--- src/gsr_pkg.sv ---
package gsr_pkg;

    // Fixed-point constants
    localparam logic [31:0] LN2_Q32   = 32'hB172_17F8;
    localparam logic [32:0] LOG2E_Q32 = 33'd6196328019;
    localparam logic [31:0] ONE_Q16   = 32'h0001_0000;
    localparam logic [31:0] SAT_Q16   = 32'hFFFF_FFFF;

    // Result status codes
    localparam logic [1:0] ST_OK     = 2'd0;
    localparam logic [1:0] ST_DOMAIN = 2'd1;
    localparam logic [1:0] ST_SAT    = 2'd2;

    // Handshake between the queue and its neighbors
    typedef struct packed {
        logic full;
        logic empty;
    } q_status_t;

endpackage

--- src/gsr_queue.sv ---
module gsr_queue #(
    parameter int W = 118
) (
    input  logic                   clk,
    input  logic                   rst_n,
    input  logic                   push,
    input  logic [W-1:0]           wdata,
    input  logic                   pop,
    output logic [W-1:0]           rdata,
    output gsr_pkg::q_status_t     status
);

    logic [W-1:0] mem [2];
    logic         wp_reg, wp_next;
    logic         rp_reg, rp_next;
    logic [1:0]   cnt_reg, cnt_next;
    logic         do_push, do_pop;

    assign status.full  = (cnt_reg == 2'd2);
    assign status.empty = (cnt_reg == 2'd0);
    assign do_push      = push && !status.full;
    assign do_pop       = pop && !status.empty;
    assign rdata        = mem[rp_reg];

    // Pointer and fill count update
    always_comb
    begin
        wp_next  = do_push ? ~wp_reg : wp_reg;
        rp_next  = do_pop ? ~rp_reg : rp_reg;
        cnt_next = cnt_reg;
        if (do_push && !do_pop)
        begin
            cnt_next = cnt_reg + 2'd1;
        end
        else if (do_pop && !do_push)
        begin
            cnt_next = cnt_reg - 2'd1;
        end
    end

    always_ff @(posedge clk or negedge rst_n)
    begin
        if (!rst_n)
        begin
            wp_reg  <= 1'b0;
            rp_reg  <= 1'b0;
            cnt_reg <= 2'd0;
        end
        else
        begin
            wp_reg  <= wp_next;
            rp_reg  <= rp_next;
            cnt_reg <= cnt_next;
        end
    end

    // Storage
    always_ff @(posedge clk)
    begin
        if (do_push)
        begin
            mem[wp_reg] <= wdata;
        end
    end

endmodule

--- config.mk ---
export PLATFORM = sky130hd
export DESIGN_NAME = gsr_queue
export DESIGN_NICKNAME = d
export VERILOG_FILES = /design/src/gsr_pkg.sv /design/src/gsr_queue.sv
export SDC_FILE = /design/constraint.sdc
export NUM_CORES = 1
export LEC_CHECK = 0
export BUFFER_PORTS_ARGS = -buffer_cell sky130_fd_sc_hd__clkbuf_2
export CORE_ASPECT_RATIO = 0.5
export CORE_MARGIN = 1
export CORE_UTILIZATION = 52
export DETAILED_ROUTE_END_ITERATION = 10
export PLACE_DENSITY = 0.82
export SKIP_CTS_REPAIR_TIMING = 1
export SLEW_MARGIN = 40
export SYNTH_ARGS = -nofsm -noshare
export SYNTH_HDL_FRONTEND = slang
export SYNTH_SLANG_ARGS = --single-unit
--- constraint.sdc ---
create_clock -name clk -period 6.8 [get_ports clk]
set_clock_uncertainty 0.05 [all_clocks]
set_input_delay 1.02 -clock clk [delete_from_list [all_inputs] [get_ports clk]]
set_output_delay 1.02 -clock clk [all_outputs]
set_load 0.05 [all_outputs]
==> results.yml <==
finish:
  nNetsFinal: 767
  fin_area_mm2: 0.0108
  fin_util: 0.658
  largest_reg_flops: 236
  num_antenna_cells: 0
  layout-drive-gt1-share: 0.600
  area_delta_synth_final_pct: 23.6
setup_path:
  cp_cell_sequence: "buf_12 > buf_4 > mux2_2 > clkbuf_2"
  r2r-end: "mem[0][45]"
  cp.arrival_ns: 2.59
  r2r_cells: 5
  crit_type: "reg2out"
  worst-path-max-fanout: 48
  ff2ff_setup_slack_ns: 4.07
  r2r_start: "cnt_reg[0]"
  crit_path_top_delay_cell: "buf_4"
  cp.required_ns: 5.73
  cp-end-kind: "output pin"
  start_kind: "flip-flop"
  crit_path_max_incr_delay_ns: 0.58
drt:
  vias_per_cell: 5.02
  drt_first_pass_iters: 4
  routedWlPerCell_um: 18.0
  first_iter_violations: 169
  ant_nets: 0
  drt-total-wl_um: 15900
  drc: 0
  vias: 4439
pwr:
  total_power_uw: 5540
  p_leak_uw: 0.00411
  powerDensity_mw_per_mm2: 512
  irDropWorstVdd_uv: 270
clock_tree:
  cts-buffers-inserted: 21
  cts-root-buf: "clkbuf_16"
  tritoncts: "done"
  cts.sinks: 240
  clockBufferDepth: 3
  htreeDepth: 1
  clkTransAtPathRegs_ns: 0.06
  insertion_delay_ns: 0.48
placement:
  dp_hpwl_um: 10400
  gp_congestion: 0.744
  placed_cell_area_mm2: 0.0102
  port_buffers: 241
yosys:
  synth_edf_count: 236
  synth_top_area_cell: "edfxtp_1"
  syn_area_per_cell_um2: 22.7
  seq_area_frac_synth: 0.821
  netlist_area_mm2: 0.00875
  synthesis.nets: 509
  yosys_warnings: 0
  ys_types: 14
  post-synth-top-area-fraction: 0.809
  synth_seq_cells: 240
  synth-async-reset-ratio: 0.0167
  synth_common_cells: "236 x edfxtp_1, 118 x mux2_2, 12 x buf_6"
  ys_top_cells_by_area: "edfxtp_1 81%, mux2_2 15%, buf_6 1.5%"
  post-synth-top-count-cell: "edfxtp_1"
  synthCells: 386
  ys.flop_type: "edfxtp_1"
sta:
  rsz0062_at_grt: "false"
  timing_hold_violations_final: 0
  layout_min_cycle_time_ns: 3.66
  slew_headroom: 0.454
  finalSetupTns_ns: 0
  worst_pin_slew_ns: 0.820
  fmax_mhz: 273
  min_period_over_period: 0.538
  drv_slew: 0
  setup_viol: 0
global_routing:
  grt_pass1_wl_um: 23100
  first_global_vias: 4566
  grt.met3_usage: 0.0357
  grt_util_all_layers: 0.177
  grt_use_met1: 0.194
  overflow: 0
  grt.met2_usage: 0.340
  antenna_found_initial: 0
  grt_max_degree: 62
  busiest_layer: "met2"
floorplanning:
  start_util: 0.533
  rows: 33
  die_h_um: 93.8
  die_x_um: 186
  core_area_mm2: 0.0164
  die_area_mm2: 0.0174
  ios: 242
run_status:
  status: "complete, no violations"
job:
  drv_cap: 0
hold_path:
  hold_class: "in2async"
-- metal layers --
metal	vias to the layer above	wire length, um
li1	2055	-
met1	2224	5920
met2	121	8850
met3	39	624
met4	0	482
met5	-	0
-- power breakdown --
group          total [uW]  leakage [uW]  switching [uW]  internal (uW)
clock                1080      0.000300             477            604
sequential           2120       0.00224            92.8           2030
combinational        2340       0.00157            1730            619
total                5540       0.00411            2300           3250
-- layout make-up --
| class | instances | area [um^2] |
|---|---|---|
| fill | 1144 | 5610 |
| clock inverter | 10 | 67.6 |
| tap | 227 | 284 |
| clock buffer | 26 | 544 |
| timing repair buffer | 248 | 1300 |
| sequential | 240 | 7190 |
| multi-input combinational | 131 | 1430 |
| inverter | 2 | 7.51 |
-- metrics by stage --
stage                     setup slack, ns  instances  hold WS [ns]
after floorplan                     0.139        386         0.411
after global placement               3.26        845         0.452
after detailed placement             3.56        847         0.496
after CTS                            3.12        883         0.271
after global routing                 3.00        884         0.271
final                                3.14        884         0.287
-- logic make-up (layout without fill, tap and decap cells) --
kind of cell,Yosys count,after routing,share of synthesized area
flip-flops,240,240,0.821
adder cells (fa/ha/maj),1,1,0.00143
multiplexers,118,118,0.152
AO/OA/AOI/OAI,1,1,0.000571
XOR/XNOR,5,5,0.00500
AND/OR/NAND/NOR,6,6,0.00314
buffers and inverters,15,286,0.0172
-- worst max-delay path: cells and delay by family, from the launching register on --
family   cells  cell delay, ns
flops        1            0.55
mux          1            0.42
buf+inv      3            1.08
-- placed cells by master (no fill, tap or decap), drive strengths merged --
| cell type | n |
|---|---|
| xnor2 | 3 |
| bufinv | 1 |
| nor2 | 3 |
| clkinv | 9 |
| ha | 1 |
| inv | 2 |
| mux2 | 118 |
| and3 | 1 |
| edfxtp | 236 |
| nand2b | 1 |
| xor2 | 2 |
| nand2 | 1 |
| o21ai | 1 |
| dfrtp | 4 |
| clkbuf | 267 |
| buf | 7 |
-- how the worst max path moves through the flow --
| stage | from | to | slack (ns) | cells after the start |
|---|---|---|---|---|
| 4_1_cts | rp_reg | rdata[94] | 3.12 | 4 |
| 2_1_floorplan | push | mem[0][0] | 0.14 | 2 |
| 5_1_grt | rp_reg | rdata[94] | 3.00 | 4 |
| 3_5_place_dp | push | mem[0][59] | 3.56 | 5 |
| 6_report | rp_reg | rdata[65] | 3.14 | 4 |
| 3_3_place_gp | rp_reg | rdata[91] | 3.26 | 3 |
No activity file was read; power rests on OpenSTA's default activity.
