--- config.mk ---
export PLATFORM = sky130hd
export DESIGN_NAME = gsr_front
export DESIGN_NICKNAME = d
export VERILOG_FILES = /design/src/gsr_pkg.sv /design/src/gsr_front.sv
export SDC_FILE = /design/constraint.sdc
export NUM_CORES = 2
export LEC_CHECK = 0
export ABC_AREA = 1
export ABC_CLOCK_PERIOD_IN_PS = 19470
export BUFFER_PORTS_ARGS = -buffer_cell sky130_fd_sc_hd__clkbuf_2
export CORE_MARGIN = 2
export CORE_UTILIZATION = 50
export CTS_CLUSTER_SIZE = 20
export DETAILED_ROUTE_END_ITERATION = 10
export PLACE_DENSITY = 0.77
export SETUP_SLACK_MARGIN = 0.02
export SLEW_MARGIN = 20
export SYNTH_ARGS = -nofsm -noshare
export SYNTH_HDL_FRONTEND = slang
export SYNTH_SLANG_ARGS = --single-unit
--- constraint.sdc ---
create_clock -name clk -period 19.47 [get_ports clk]
set_clock_uncertainty 0.05 [all_clocks]
set_input_delay 0 -clock clk [delete_from_list [all_inputs] [get_ports clk]]
set_output_delay 0 -clock clk [all_outputs]
set_load 0.005 [all_outputs]
--- src/gsr_pkg.sv ---
package gsr_pkg;

    // Fixed-point constants
    localparam logic [31:0] LN2_Q32   = 32'hB172_17F8;
    localparam logic [32:0] LOG2E_Q32 = 33'd6196328019;
    localparam logic [31:0] ONE_Q16   = 32'h0001_0000;
    localparam logic [31:0] SAT_Q16   = 32'hFFFF_FFFF;

    // Result status codes
    localparam logic [1:0] ST_OK     = 2'd0;
    localparam logic [1:0] ST_DOMAIN = 2'd1;
    localparam logic [1:0] ST_SAT    = 2'd2;

    // Handshake between the queue and its neighbors
    typedef struct packed {
        logic full;
        logic empty;
    } q_status_t;

endpackage

--- src/gsr_front.sv ---
module gsr_front #(
    parameter int MAX_LEN = 65536
) (
    input  logic                   clk,
    input  logic                   rst_n,
    input  logic                   in_valid,
    output logic                   in_ready,
    input  logic [31:0]            sample,
    input  logic                   last_of_vector,
    output logic                   push,
    output logic [1+$clog2(MAX_LEN+1)*3+66-1:0] job,
    input  gsr_pkg::q_status_t     q_status
);

    localparam int CW  = $clog2(MAX_LEN + 1);
    localparam int LSW = CW + 23;
    localparam int SQW = CW + 43;

    localparam logic [2:0] F_IDLE = 3'd0;
    localparam logic [2:0] F_LOG  = 3'd1;
    localparam logic [2:0] F_MUL  = 3'd2;
    localparam logic [2:0] F_ACC  = 3'd3;
    localparam logic [2:0] F_PUSH = 3'd4;

    logic [2:0]            state_reg, state_next;
    logic [CW-1:0]         cnt_reg, cnt_next;
    logic signed [LSW-1:0] lsum_reg, lsum_next;
    logic [SQW-1:0]        sqsum_reg, sqsum_next;
    logic                  err_reg, err_next;
    logic                  last_reg, last_next;
    logic [31:0]           m_reg, m_next;
    logic [23:0]           frac_reg, frac_next;
    logic [4:0]            p_reg, p_next;
    logic [4:0]            it_reg, it_next;
    logic [20:0]           lmag_reg, lmag_next;
    logic                  lneg_reg, lneg_next;

    logic [4:0]            p_hi;
    logic [63:0]           msq;
    logic [32:0]           ms;
    logic signed [29:0]    l2;
    logic [28:0]           l2mag;
    logic [60:0]           lprod;
    logic [41:0]           lsq;

    assign in_ready = (state_reg == F_IDLE);
    assign push     = (state_reg == F_PUSH);
    assign job      = {err_reg, cnt_reg, lsum_reg, sqsum_reg};

    // Leading one of the sample
    always_comb
    begin
        p_hi = 5'd0;
        for (int i = 0; i < 32; i++)
        begin
            if (sample[i])
            begin
                p_hi = 5'(i);
            end
        end
    end

    // Datapath pieces
    assign msq   = 64'(m_reg) * 64'(m_reg);
    assign ms    = msq[63:31];
    assign l2    = {6'(signed'({1'b0, p_reg}) - 6'sd16), frac_reg};
    assign l2mag = l2[29] ? 29'(-l2) : 29'(l2);
    assign lprod = 61'(l2mag) * 61'(gsr_pkg::LN2_Q32);
    assign lsq   = 42'(lmag_reg) * 42'(lmag_reg);

    always_comb
    begin
        state_next = state_reg;
        cnt_next   = cnt_reg;
        lsum_next  = lsum_reg;
        sqsum_next = sqsum_reg;
        err_next   = err_reg;
        last_next  = last_reg;
        m_next     = m_reg;
        frac_next  = frac_reg;
        p_next     = p_reg;
        it_next    = it_reg;
        lmag_next  = lmag_reg;
        lneg_next  = lneg_reg;
        case (state_reg)
            F_IDLE:
            begin
                if (in_valid)
                begin
                    last_next = last_of_vector;
                    if (cnt_reg < CW'(MAX_LEN) && sample != 32'd0)
                    begin
                        p_next     = p_hi;
                        m_next     = sample << (5'd31 - p_hi);
                        frac_next  = 24'd0;
                        it_next    = 5'd0;
                        state_next = F_LOG;
                    end
                    else
                    begin
                        if (cnt_reg < CW'(MAX_LEN))
                        begin
                            err_next = 1'b1;
                        end
                        state_next = last_of_vector ? F_PUSH : F_IDLE;
                    end
                end
            end
            // One squaring round of the log2 mantissa per cycle
            F_LOG:
            begin
                frac_next = {frac_reg[22:0], ms[32]};
                m_next    = ms[32] ? ms[32:1] : ms[31:0];
                it_next   = it_reg + 5'd1;
                if (it_reg == 5'd23)
                begin
                    state_next = F_MUL;
                end
            end
            // log2 to ln, rounded to Q.16
            F_MUL:
            begin
                lmag_next  = 21'((lprod + 61'(64'h80_0000_0000)) >> 40);
                lneg_next  = l2[29];
                state_next = F_ACC;
            end
            F_ACC:
            begin
                lsum_next  = lneg_reg ? lsum_reg - LSW'(lmag_reg) : lsum_reg + LSW'(lmag_reg);
                sqsum_next = sqsum_reg + SQW'(lsq);
                cnt_next   = cnt_reg + CW'(1);
                state_next = last_reg ? F_PUSH : F_IDLE;
            end
            // Hand the finished sums to the back end, then clear
            F_PUSH:
            begin
                if (!q_status.full)
                begin
                    cnt_next   = '0;
                    lsum_next  = '0;
                    sqsum_next = '0;
                    err_next   = 1'b0;
                    state_next = F_IDLE;
                end
            end
            default:
            begin
                state_next = F_IDLE;
            end
        endcase
    end

    always_ff @(posedge clk or negedge rst_n)
    begin
        if (!rst_n)
        begin
            state_reg <= F_IDLE;
            cnt_reg   <= '0;
            lsum_reg  <= '0;
            sqsum_reg <= '0;
            err_reg   <= 1'b0;
        end
        else
        begin
            state_reg <= state_next;
            cnt_reg   <= cnt_next;
            lsum_reg  <= lsum_next;
            sqsum_reg <= sqsum_next;
            err_reg   <= err_next;
        end
    end

    always_ff @(posedge clk)
    begin
        last_reg <= last_next;
        m_reg    <= m_next;
        frac_reg <= frac_next;
        p_reg    <= p_next;
        it_reg   <= it_next;
        lmag_reg <= lmag_next;
        lneg_reg <= lneg_next;
    end

endmodule

==> summary.md <==
| Metric | Value |
|---|---|
| Unique masters post-synth | `67` |
| Die height | `381.1 µm` |
| DIE WIDTH | `381.1 µm` |
| Total of max-cap violations | `0` |
| Synth async-reset ratio | `0.5762` |
| Worst Path Required | `19.74 ns` |
| IO Pins | `158` |
| H-tree Lvls | `1` |
| Top cell type's share of synthesized area | `0.4051` |
| Tmin final | `11.08 ns` |
| Detail Route Antenna Nets | `0` |
| Die footprint | `0.1452 mm²` |
| DRC viols | `0` |
| Vias in the first global route | `58580` |
| Detailed Routing Iterations Pass 1 | `6` |
| # nets final | `10910` |
| Antenna diode count | `0` |
| PostCTS Resize Cnt | `0` |
| Worst slack, placed | `8.340 ns` |
| Slew @ Worst Pin | `1.123 ns` |
| Final WL | `179700 µm` |
| Max reg flops | `60` |
| CTS root buf | `clkbuf_16` |
| Post-CTS Setup Inserts | `0` |
| Starting Density | `0.5028` |
| Layout area overhead | `5.565%` |
| Synth area leader | `fa_1` |
| Final Wtd Congestion | `0.9462` |
| Largest net degree at the start of global routing | `91` |
| Final worst slack | `8.390 ns` |
| Maximum clock frequency | `90.25 MHz` |
| Global Route Usage Sum | `0.2532` |
| Ys flop type | `dfrtp_1` |
| Most frequent cell after synthesis | `inv_1` |
| Count of final max-slew check failures | `0` |
| CORE AREA | `0.1414 mm²` |
| Status | `completed` |
| Port buffer count | `156` |
| Register bit total from synthesis | `210` |
| Final setup violation count | `0` |
| Clk slew on worst S/H paths | `0.06 ns` |
| YS warnings | `0` |
| Final TNS setup | `0 ns` |
| Vias/cell | `5.197` |
| Non-filler cells, final | `10520` |
| Synth Cell Area | `0.07111 mm²` |
| Initial DRC Count | `3907` |
| Fin crit share | `0.5691` |
| # fillers | `12680` |
| First-pass GRT wire length | `297000 µm` |
| Worst skew pair latency | `0.63 ns` |
| Inst Count DP | `10460` |
| Worst path most repeated cell | `inv_1` |
| CP max FO | `11` |
| Syn_nets | `10860` |
| CP max-delay cell | `fa_1` |
| Routed vias | `54650` |
| CTS tree | `built` |
| Worst Setup Start Kind | `register` |
| Dpl hpwl | `147900 µm` |
| Max clock buf depth | `3` |
| Num rows | `138` |
| Critical Path Max Stage Delay | `0.77 ns` |
| Grt ovf | `0` |
| Area contributors post-synth | `fa_1 41%, ha_1 14%, inv_1 14%` |
| Max-slew headroom | `0.2516` |
| Crit path DAT | `11.35 ns` |
| RSZ-0062 raised after global routing | `false` |
| Post-synth EDFFs | `89` |
| Synth Area per Inst | `8.310 µm²` |
| Initial antenna violation count | `3` |
| CP Class | `register to register` |
| CP endpoint kind | `register` |
| Seq/Total Area, Yosys | `0.08017` |
| Layout cells sized above 1 | `0.04185` |
| Avg WL per Cell | `17.08 µm` |
| Number of CTS-inserted buffers | `27` |
| Post-synth top cells | `2633 x inv_1, 1439 x fa_1, 1435 x nand2_1, 823 x ha_1, 392 x nor2_1` |
| CTS sink cnt | `210` |
| Cells after Synth | `8557` |
| Hold Path Class | `input pin to register` |
| Final Hold Vio Count | `0` |
[timing repair]
item                                   CTS  global route
endpoints found under the hold margin   70             0
setup endpoints to repair                0             0
hold buffers                             9             0
[worst max-delay path, delay by kind of cell (launching register included)]
family,cells,cell delay [ns]
fa+ha+maj,10,4.72
simple gates,18,2.36
buf+inv,11,1.36
xor+xnor,3,1.18
flops,1,0.73
compound gates,3,0.41
[stage by stage]
stage / util / cell area [µm²] / hold slack [ns]
3_5_place_dp: 0.5233 / 74010 / -0.04687
6_report: 0.5308 / 75070 / 0.05048
3_3_place_gp: 0.5233 / 74010 / -0.05492
4_1_cts: 0.5308 / 75060 / 0.01899
5_1_grt: 0.5308 / 75070 / 0.07642
2_1_floorplan: - / 71110 / -0.3456
[placed cells by master (no fill, tap or decap), types with 18 or more instances in the layout]
cell type / Yosys / final
a21o_1: 43 / 43
a21oi_1: 290 / 288
a31oi_1: 27 / 26
buf_4: 5 / 74
clkbuf_16: 0 / 27
clkbuf_2: 0 / 155
dfrtp_1: 121 / 121
edfxtp_1: 89 / 89
fa_1: 1439 / 1439
ha_1: 823 / 823
inv_1: 2633 / 2633
nand2_1: 1435 / 1435
nand3_1: 285 / 285
nand4_1: 38 / 38
nor2_1: 392 / 392
nor3_1: 42 / 39
nor4_1: 18 / 18
o21a_1: 18 / 18
o21ai_0: 194 / 193
o21bai_1: 24 / 24
o22ai_1: 22 / 22
o31ai_1: 34 / 34
or2_2: 18 / 18
xnor2_1: 63 / 63
xor2_1: 141 / 139
[path summary, 6_finish.rpt]
kind | start | to | slack [ns] | depth (start not counted)
worst max-delay path | frac_reg[0]$_SDFFCE_PN0P_ | lmag_reg[18]$_DFFE_PN_ | 8.39 | 45
worst min-delay path | sample[0] | m_reg[16]$_DFFE_PP_ | 0.05 | 7
worst max register to register | frac_reg[0]$_SDFFCE_PN0P_ | lmag_reg[18]$_DFFE_PN_ | 8.39 | 45
worst min register to register | sqsum_reg[4]$_DFFE_PN0P_ | sqsum_reg[4]$_DFFE_PN0P_ | 0.48 | 2
max in group asynchronous | rst_n | state_reg[0]$_DFFE_PN0P_ | 18.01 | 4
min in group asynchronous | rst_n | sqsum_reg[12]$_DFFE_PN0P_ | 0.39 | 4
[layout make-up]
class | instances | area, µm² | area share
clock buffers | 31 | 720.7 | 0.009601
clock inverters | 18 | 222.7 | 0.002967
inverters | 2645 | 9928 | 0.1323
multi-input cells | 5483 | 54680 | 0.7284
flip-flops and latches | 210 | 5700 | 0.07594
well taps | 1890 | 2365 | 0.03150
repair buffers | 239 | 1450 | 0.01932
[per-layer routing]
| metal | part of all wire | wire length, µm | up-vias | track usage |
|---|---|---|---|---|
| met1 | 0.41 | 72780 | 26940 | 0.3343 |
| li1 | - | - | 25380 | - |
| met2 | 0.48 | 85470 | 1964 | 0.4239 |
| met3 | 0.089 | 15970 | 364 | 0.05230 |
| met4 | 0.030 | 5386 | 6 | 0.06719 |
| met5 | 0.00026 | 46 | - | 0 |
[cells by family (layout without fill, tap and decap cells)]
group,count (synthesis),after routing,synth area share
AND/OR/NAND/NOR,2263,2263,0.1298
XOR/XNOR,207,207,0.02613
adder cells (fa/ha/maj),2262,2262,0.5499
flip-flops,210,210,0.08017
AO/OA/AOI/OAI,751,751,0.06236
buffers and inverters,2864,2933,0.1517
Power is left out: the tool's default activity adds up to more than one toggle a clock period on the data nets, which glitch-free logic cannot reach.
